===== config.mk =====
export PLATFORM = sky130hd
export DESIGN_NAME = nbit_value_packer
export DESIGN_NICKNAME = d
export VERILOG_FILES = /design/src/nvp_pkg.sv /design/src/nbit_value_packer.sv
export SDC_FILE = /design/constraint.sdc
export NUM_CORES = 1
export LEC_CHECK = 0
export ABC_AREA = 1
export BUFFER_PORTS_ARGS = -buffer_cell sky130_fd_sc_hd__clkbuf_2
export CORE_AREA = 8 8 209 211
export CTS_BUF_LIST = sky130_fd_sc_hd__clkbuf_4
export CTS_CLUSTER_SIZE = 16
export DETAILED_ROUTE_END_ITERATION = 6
export DIE_AREA = 0 0 217 219
export PLACE_DENSITY = 0.55
export SLEW_MARGIN = 20
export SYNTH_ARGS = -nofsm -noshare
export SYNTH_HDL_FRONTEND = slang
export SYNTH_SLANG_ARGS = --single-unit

===== constraint.sdc =====
create_clock -name clk_i -period 8.5 [get_ports clk_i]
set_input_delay 0.425 -clock clk_i [delete_from_list [all_inputs] [get_ports clk_i]]
set_output_delay 0.425 -clock clk_i [all_outputs]
set_load 0.01 [all_outputs]

===== src/nvp_pkg.sv =====
// Shared constants for the variable-width bit packer.
`default_nettype none

package nvp_pkg;

  // Width of the incoming value field.
  localparam int unsigned VALUE_BITS = 31;

  // Width of the bits-per-value register and its value after reset.
  localparam int unsigned CFG_BITS = 5;
  localparam logic [CFG_BITS-1:0] CFG_RESET = 5'd16;

  // Smallest legal width; a programmed zero is raised to this.
  localparam logic [CFG_BITS-1:0] MIN_WIDTH = 5'd1;

  // Depth of the result queue and its pointer and count widths.
  localparam int unsigned QUEUE_DEPTH = 4;
  localparam int unsigned QPTR_BITS = 2;
  localparam int unsigned QCNT_BITS = 3;

  // Input is taken while at most this many results wait, so a flush that
  // yields two words always finds room.
  localparam logic [QCNT_BITS-1:0] QUEUE_ROOM = 3'd2;

  // Pad of the value field to whole bytes on the input data bus.
  localparam int unsigned IN_TDATA_BITS = ((VALUE_BITS + 7) / 8) * 8;

endpackage

`default_nettype wire


===== src/nbit_value_packer.sv =====
// Variable-width MSB-first bit packer: values in, packed words out.
//
// Usage:
//   Program the value width (1 to 31, zero counts as 1) on the cfg channel
//   while the block is idle; after reset the width is 16. Values enter on the
//   s_axis channel (value in tdata, end of array on tlast). Packed words leave
//   on the m_axis channel, the first value in the most significant bits; the
//   final word of an array, zero-padded below its data, carries tlast.
// Flow: an accepted beat waits in the input register until the queue has
//   room, then is packed; any word it completes joins the result queue for m_axis.
// Throughput: one value per cycle while the queue has room. The result queue
//   takes one word out per cycle, so a flush that completes a full word and
//   leaves a partial word (two results for one value) queues both at once.
// Reset: the width returns to 16, the held bits and the queue are emptied.
// Stalls: while m_axis_tready is low the four-entry result queue fills; the
//   input stalls once more than two words wait, and no word is ever dropped.
`default_nettype none

module nbit_value_packer #(
  parameter int unsigned WORD_BITS = 32
) (
  input  wire logic                                 clk_i,
  input  wire logic                                 rst_ni,
  // Configuration write channel: bits per value.
  input  wire logic                                 cfg_valid_i,
  output logic                                      cfg_ready_o,
  input  wire logic [nvp_pkg::CFG_BITS-1:0]         cfg_data_i,
  // Input stream.
  input  wire logic                                 s_axis_tvalid,
  output logic                                      s_axis_tready,
  // Bits from lowest: value [30:0], zero pad [31].
  input  wire logic [nvp_pkg::IN_TDATA_BITS-1:0]    s_axis_tdata,
  input  wire logic                                 s_axis_tlast,
  // Output stream.
  output logic                                      m_axis_tvalid,
  input  wire logic                                 m_axis_tready,
  // Bits from lowest: packed_word [WORD_BITS-1:0], then zero pad to bytes.
  output logic [((WORD_BITS + 7) / 8) * 8 - 1:0]    m_axis_tdata,
  output logic                                      m_axis_tlast
);

  localparam int unsigned OUT_TDATA_BITS = ((WORD_BITS + 7) / 8) * 8;
  localparam int unsigned HW = $clog2(WORD_BITS);
  localparam int unsigned SW = HW + 1;
  localparam int unsigned VB = nvp_pkg::VALUE_BITS;
  localparam int unsigned CB = nvp_pkg::CFG_BITS;
  localparam int unsigned QD = nvp_pkg::QUEUE_DEPTH;
  localparam int unsigned PB = nvp_pkg::QPTR_BITS;
  localparam int unsigned NB = nvp_pkg::QCNT_BITS;

  // Configuration register.
  logic [CB-1:0] bpv_q;

  assign cfg_ready_o = 1'b1;

  always_ff @(posedge clk_i or negedge rst_ni) begin
    if (!rst_ni) begin
      bpv_q <= nvp_pkg::CFG_RESET;
    end else if (cfg_valid_i) begin
      bpv_q <= cfg_data_i;
    end
  end

  // Input register.
  logic          stage_v_q;
  logic [VB-1:0] stage_value_q;
  logic          stage_last_q;
  logic          advance;
  logic [NB-1:0] cnt_q;

  assign advance       = stage_v_q && (cnt_q <= nvp_pkg::QUEUE_ROOM);
  assign s_axis_tready = !stage_v_q || advance;

  always_ff @(posedge clk_i or negedge rst_ni) begin
    if (!rst_ni) begin
      stage_v_q <= 1'b0;
    end else if (s_axis_tready) begin
      stage_v_q <= s_axis_tvalid;
    end
  end

  always_ff @(posedge clk_i) begin
    if (s_axis_tvalid && s_axis_tready) begin
      stage_value_q <= s_axis_tdata[VB-1:0];
      stage_last_q  <= s_axis_tlast;
    end
  end

  // Packing logic: merge the staged value into the held bits.
  logic [WORD_BITS-1:0] acc_q, acc_d, acc_new, v_word, full_word;
  logic [HW-1:0]        held_q, held_d, held_new;
  logic [CB-1:0]        width;
  logic [VB-1:0]        v_masked;
  logic [SW-1:0]        space, over, lo_shift, hi_shift;
  logic                 fits;
  logic [1:0]           push_n;
  logic [WORD_BITS-1:0] r0_word, r1_word;
  logic                 r0_last;

  always_comb begin
    width    = (bpv_q == '0) ? nvp_pkg::MIN_WIDTH : bpv_q;
    v_masked = stage_value_q & ({VB{1'b1}} >> (CB'(VB) - width));
    v_word   = WORD_BITS'(v_masked);
    space    = SW'(WORD_BITS) - SW'(held_q);
    fits     = SW'(width) < space;
    lo_shift = space - SW'(width);
    over     = SW'(width) - space;
    hi_shift = SW'(WORD_BITS) - over;
    full_word = acc_q | (v_word >> over);

    if (fits) begin
      acc_new  = acc_q | (v_word << lo_shift);
      held_new = held_q + HW'(width);
    end else begin
      acc_new  = (over == '0) ? '0 : (v_word << hi_shift);
      held_new = HW'(over);
    end

    // Results for this value: a completed word and/or the flushed partial word.
    push_n  = 2'd0;
    r0_word = full_word;
    r0_last = 1'b0;
    r1_word = acc_new;
    if (!fits) begin
      push_n  = 2'd1;
      r0_last = stage_last_q && (held_new == '0);
      if (stage_last_q && (held_new != '0)) begin
        push_n = 2'd2;
      end
    end else if (stage_last_q) begin
      push_n  = 2'd1;
      r0_word = acc_new;
      r0_last = 1'b1;
    end

    acc_d  = acc_q;
    held_d = held_q;
    if (advance) begin
      acc_d  = stage_last_q ? '0 : acc_new;
      held_d = stage_last_q ? '0 : held_new;
    end
  end

  always_ff @(posedge clk_i or negedge rst_ni) begin
    if (!rst_ni) begin
      acc_q  <= '0;
      held_q <= '0;
    end else begin
      acc_q  <= acc_d;
      held_q <= held_d;
    end
  end

  // Result queue: up to two words written per cycle, one read.
  logic [WORD_BITS-1:0] q_word_q [QD];
  logic                 q_last_q [QD];
  logic [PB-1:0]        wr_q, rd_q, wr_d, rd_d, wr_next;
  logic [NB-1:0]        cnt_d;
  logic                 pop;
  logic [1:0]           push_cnt;

  assign push_cnt      = advance ? push_n : 2'd0;
  assign m_axis_tvalid = (cnt_q != '0);
  assign pop           = m_axis_tvalid && m_axis_tready;
  assign wr_next       = wr_q + PB'(1);
  assign wr_d          = wr_q + PB'(push_cnt);
  assign rd_d          = rd_q + PB'(pop);
  assign cnt_d         = cnt_q + NB'(push_cnt) - NB'(pop);

  always_ff @(posedge clk_i or negedge rst_ni) begin
    if (!rst_ni) begin
      wr_q  <= '0;
      rd_q  <= '0;
      cnt_q <= '0;
    end else begin
      wr_q  <= wr_d;
      rd_q  <= rd_d;
      cnt_q <= cnt_d;
    end
  end

  always_ff @(posedge clk_i) begin
    if (push_cnt != 2'd0) begin
      q_word_q[wr_q] <= r0_word;
      q_last_q[wr_q] <= r0_last;
    end
    if (push_cnt == 2'd2) begin
      q_word_q[wr_next] <= r1_word;
      q_last_q[wr_next] <= 1'b1;
    end
  end

  assign m_axis_tdata = OUT_TDATA_BITS'(q_word_q[rd_q]);
  assign m_axis_tlast = q_last_q[rd_q];

`ifndef NO_ASSERTIONS
  // The queue never holds more words than it has entries.
  assert property (@(posedge clk_i) disable iff (!rst_ni) cnt_q <= NB'(QD))
    else $error("result queue overflow");

  // Fewer than a full word of bits is ever held.
  assert property (@(posedge clk_i) disable iff (!rst_ni)
    32'(held_q) < WORD_BITS)
    else $error("held bit count out of range");

  // A packed end-of-array value leaves the accumulator empty.
  assert property (@(posedge clk_i) disable iff (!rst_ni)
    (advance && stage_last_q) |=> (held_q == '0 && acc_q == '0))
    else $error("flush did not clear held bits");

  // Input only stalls behind a staged value waiting for queue room.
  assert property (@(posedge clk_i) disable iff (!rst_ni)
    !s_axis_tready |-> (stage_v_q && cnt_q > nvp_pkg::QUEUE_ROOM))
    else $error("input stalled without cause");

  // Two results per value only happen at the end of an array.
  assert property (@(posedge clk_i) disable iff (!rst_ni)
    (push_cnt == 2'd2) |-> stage_last_q)
    else $error("double result without flush");
`endif

endmodule

`default_nettype wire

==> summary.md <==
| Metric | Value |
|---|---|
| Post-CTS Setup Bufs | 0 |
| Commonest cells post-synth | 841 x nand2_1, 478 x nand3_1, 171 x o21ai_0 |
| Clock sink count | between 200 and 250 |
| Slew @ Worst Pin | 1.17 ns |
| Final hold viol count | 0 |
| Area Overhead vs Synth | 12.7% |
| Synthesis warning total | 0 |
| Initial antenna violation count | 3 |
| Setup TNS | 0 ns |
| Count leader, synth | nand2_1 |
| Sequential-to-total area share from yosys stat | 38.5% |
| Htree depth | 2 |
| Crit path kind | flop to flop |
| Synth area leader | edfxtp_1 |
| Post-route ant nets | 0 |
| Total GRT Usage | about a quarter |
| Max Cap Viol | 0 |
| Starting Density | 39.5% |
| Largest net degree at the start of global routing | 69 |
| Fillers | 4222 |
| Global placement routability congestion | 1.01 |
| Synth cell types | 49 |
| CP startpoint kind | flop |
| Yosys reg bits | 214 |
| Max-slew headroom | a little over a fifth |
| Peak Freq | 161 MHz |
| Layout Nets | 2494 |
| Max Root-Sink Buffers | 3 |
| Drt total wl | approximately 64000 um |
| Placed inst area | 0.0167 mm2 |
| Synth top area cells | edfxtp_1 30%, nand2_1 20%, nand3_1 15%, dfrtp_1 7.7%, o21ai_0 5.4% |
| Mapped cell area | 0.0160 mm2 |
| Status | finished clean |
| DR pass1 iterations | 6 |
| CP Data Arrival Time | between 6 and 7 ns |
| Wire length per cell | 21.1 um |
| Via density | 5.59 |
| Root Driver | clkbuf_4 |
| Syn nets | between 2000 and 2500 |
| Die Ht | 219 um |
| Vias in the first global route | 15900 |
| # port buffers | 76 |
| CTS tree | built |
| Clk_lat worst skew | about 0.84 ns |
| Core area | approximately 0.040 mm2 |
| Finish-stage setup viols | 0 |
| Die W | 217 um |
| Vias | 16800 |
| Tcrit/Tclk final | 73.1% |
| Final HPWL DP | around 45000 um |
| Initial DRC count | 1731 |
| Clock skew | 0.0799 ns |
| Die ar. | 0.0475 mm2 |
| Post-synth ARST share | 23.4% |
| Area fraction of the dominant cell type after synthesis | a little under a third |
| Boundary pin count | 79 |
| Crit path time final | between 6 and 7 ns |
| Required time of the worst setup path | 9.19 ns |
| Global-route wire length before repair | 96400 um |
| CP endpoint kind | flop |
| DRC | 0 |
| Share of layout cells above drive strength 1 | 10.2% |
| Worst hold path type | input pin to flop |
| Placement Rows | 74 |
| Clk pin slew, worst setup/hold paths | around 0.06 ns |
| Critical path peak fanout | 33 |
| PostCTS Resize Cnt | 0 |
| CTS buffer count | 60 |
| Top FF cell, synth | edfxtp_1 |
| Count of flip-flops with a built-in enable after synthesis | 160 |
| RSZ-0062 raised after global routing | false |
| Final Instance Area | between 0.015 and 0.02 mm2 |
| Cell count after synthesis | 2350 |
| Slew Viols, Final | 0 |
| Mean post-synth cell area | a little under 7 um2 |
| Total grt overflow | 0 |
-- layout by cell type (no fill, tap or decap), drive strengths merged, types with 32 or more instances in the layout --
cell type	Yosys	layout
edfxtp	160	160
o22ai	39	39
nand2	844	844
nand3	483	483
a21oi	32	32
dlygate4sd3	0	49
buf	46	32
clkbuf	97	166
dfrtp	49	49
nor2	127	127
o21ai	188	188
inv	138	138
-- kinds of logic after synthesis --
logic type	synth area share (%)
DFF	38.5
adders and majority gates	2.15
buffers and inverters	7.10
AOI/OAI and AO/OA	10.3
muxes	0.125
other	0.0235
and+or+nand+nor	40.4
xor gates and xnor gates	1.51
-- worst max-delay path, stage by stage, from the launching register on --
cell and delay (ns):
dfstp_2 0.68, nor2_1 0.21, nand2_1 0.16, nand2_1 0.16, inv_1 0.09, ha_1 0.13, inv_1 0.06, fa_1 0.46
inv_1 0.08, nand2_1 0.05, nand2_1 0.78, inv_1 0.25, buf_4 0.32, nand2_1 0.09, nand2_1 0.11, buf_4 0.26
inv_1 0.68, o21ai_0 0.29, o21ai_0 0.38, nand3_1 0.36, nand2_1 0.29, nand2_1 0.07, nand2_1 0.10
-- state kept, by name (all words and copies together) (netlist names), 3 cells and up --
register       cells
bpv_q              5
q_last_q           4
cnt_q              3
q_word_q         128
stage_value_q     31
acc_q             32
held_q             5
-- area by class of cell --
cell class                      count  area [um2]  area share, %
Antenna cell                        1        2.50         0.0139
Clock buffer                       90         676           3.76
Clock inverter                     23         134          0.744
Inverter                          143         539           3.00
Multi-Input combinational cell   1850        8720           48.5
Sequential cell                   214        6140           34.1
Tap cell                          532         666           3.70
Timing Repair Buffer              157        1110           6.18
-- stage by stage --
step | utilization [%] | instances | hold WS [ns] | setup slack, ns
2_1_floorplan | - | 2350 | 0.129 | 4.40
3_3_place_gp | 41.3 | 2847 | 0.441 | 2.36
4_1_cts | 44.5 | 3009 | 0.104 | 2.38
5_1_grt | 44.6 | 3010 | 0.147 | 1.83
6_report | 44.6 | 3010 | 0.164 | 2.29
3_5_place_dp | 41.3 | 2847 | 0.448 | 2.38
-- what timing repair did --
action	in CTS	in global routing
endpoints found under the setup margin	0	0
hold endpoints to repair	87	0
hold buffers	49	0
-- worst paths after layout --
path                               start  cells past startpoint  slack [ns]               to
min reg2reg                  q_last_q[1]                      2        0.47      q_last_q[1]
max in group asynchronous         rst_ni                      3        7.65         acc_q[5]
max reg2reg                     bpv_q[4]                     22        2.29  q_word_q[0][31]
min                        m_axis_tready                      3        0.16          rd_q[0]
min in group asynchronous         rst_ni                      3        0.28        acc_q[21]
max                             bpv_q[4]                     22        2.29  q_word_q[0][31]
-- per-layer routing --
layer  track usage [%]  part of all wire [%]  vias to the layer above
li1                  -                     -                     8114
met1              34.8                    43                     7871
met2              42.7                    46                      720
met3              3.73                   7.3                      116
met4              11.3                   4.0                        4
met5                 0                 0.050                        -
Power is not shown: default switching activity piles up to over one toggle a cycle in this logic, so the estimate is an artifact.
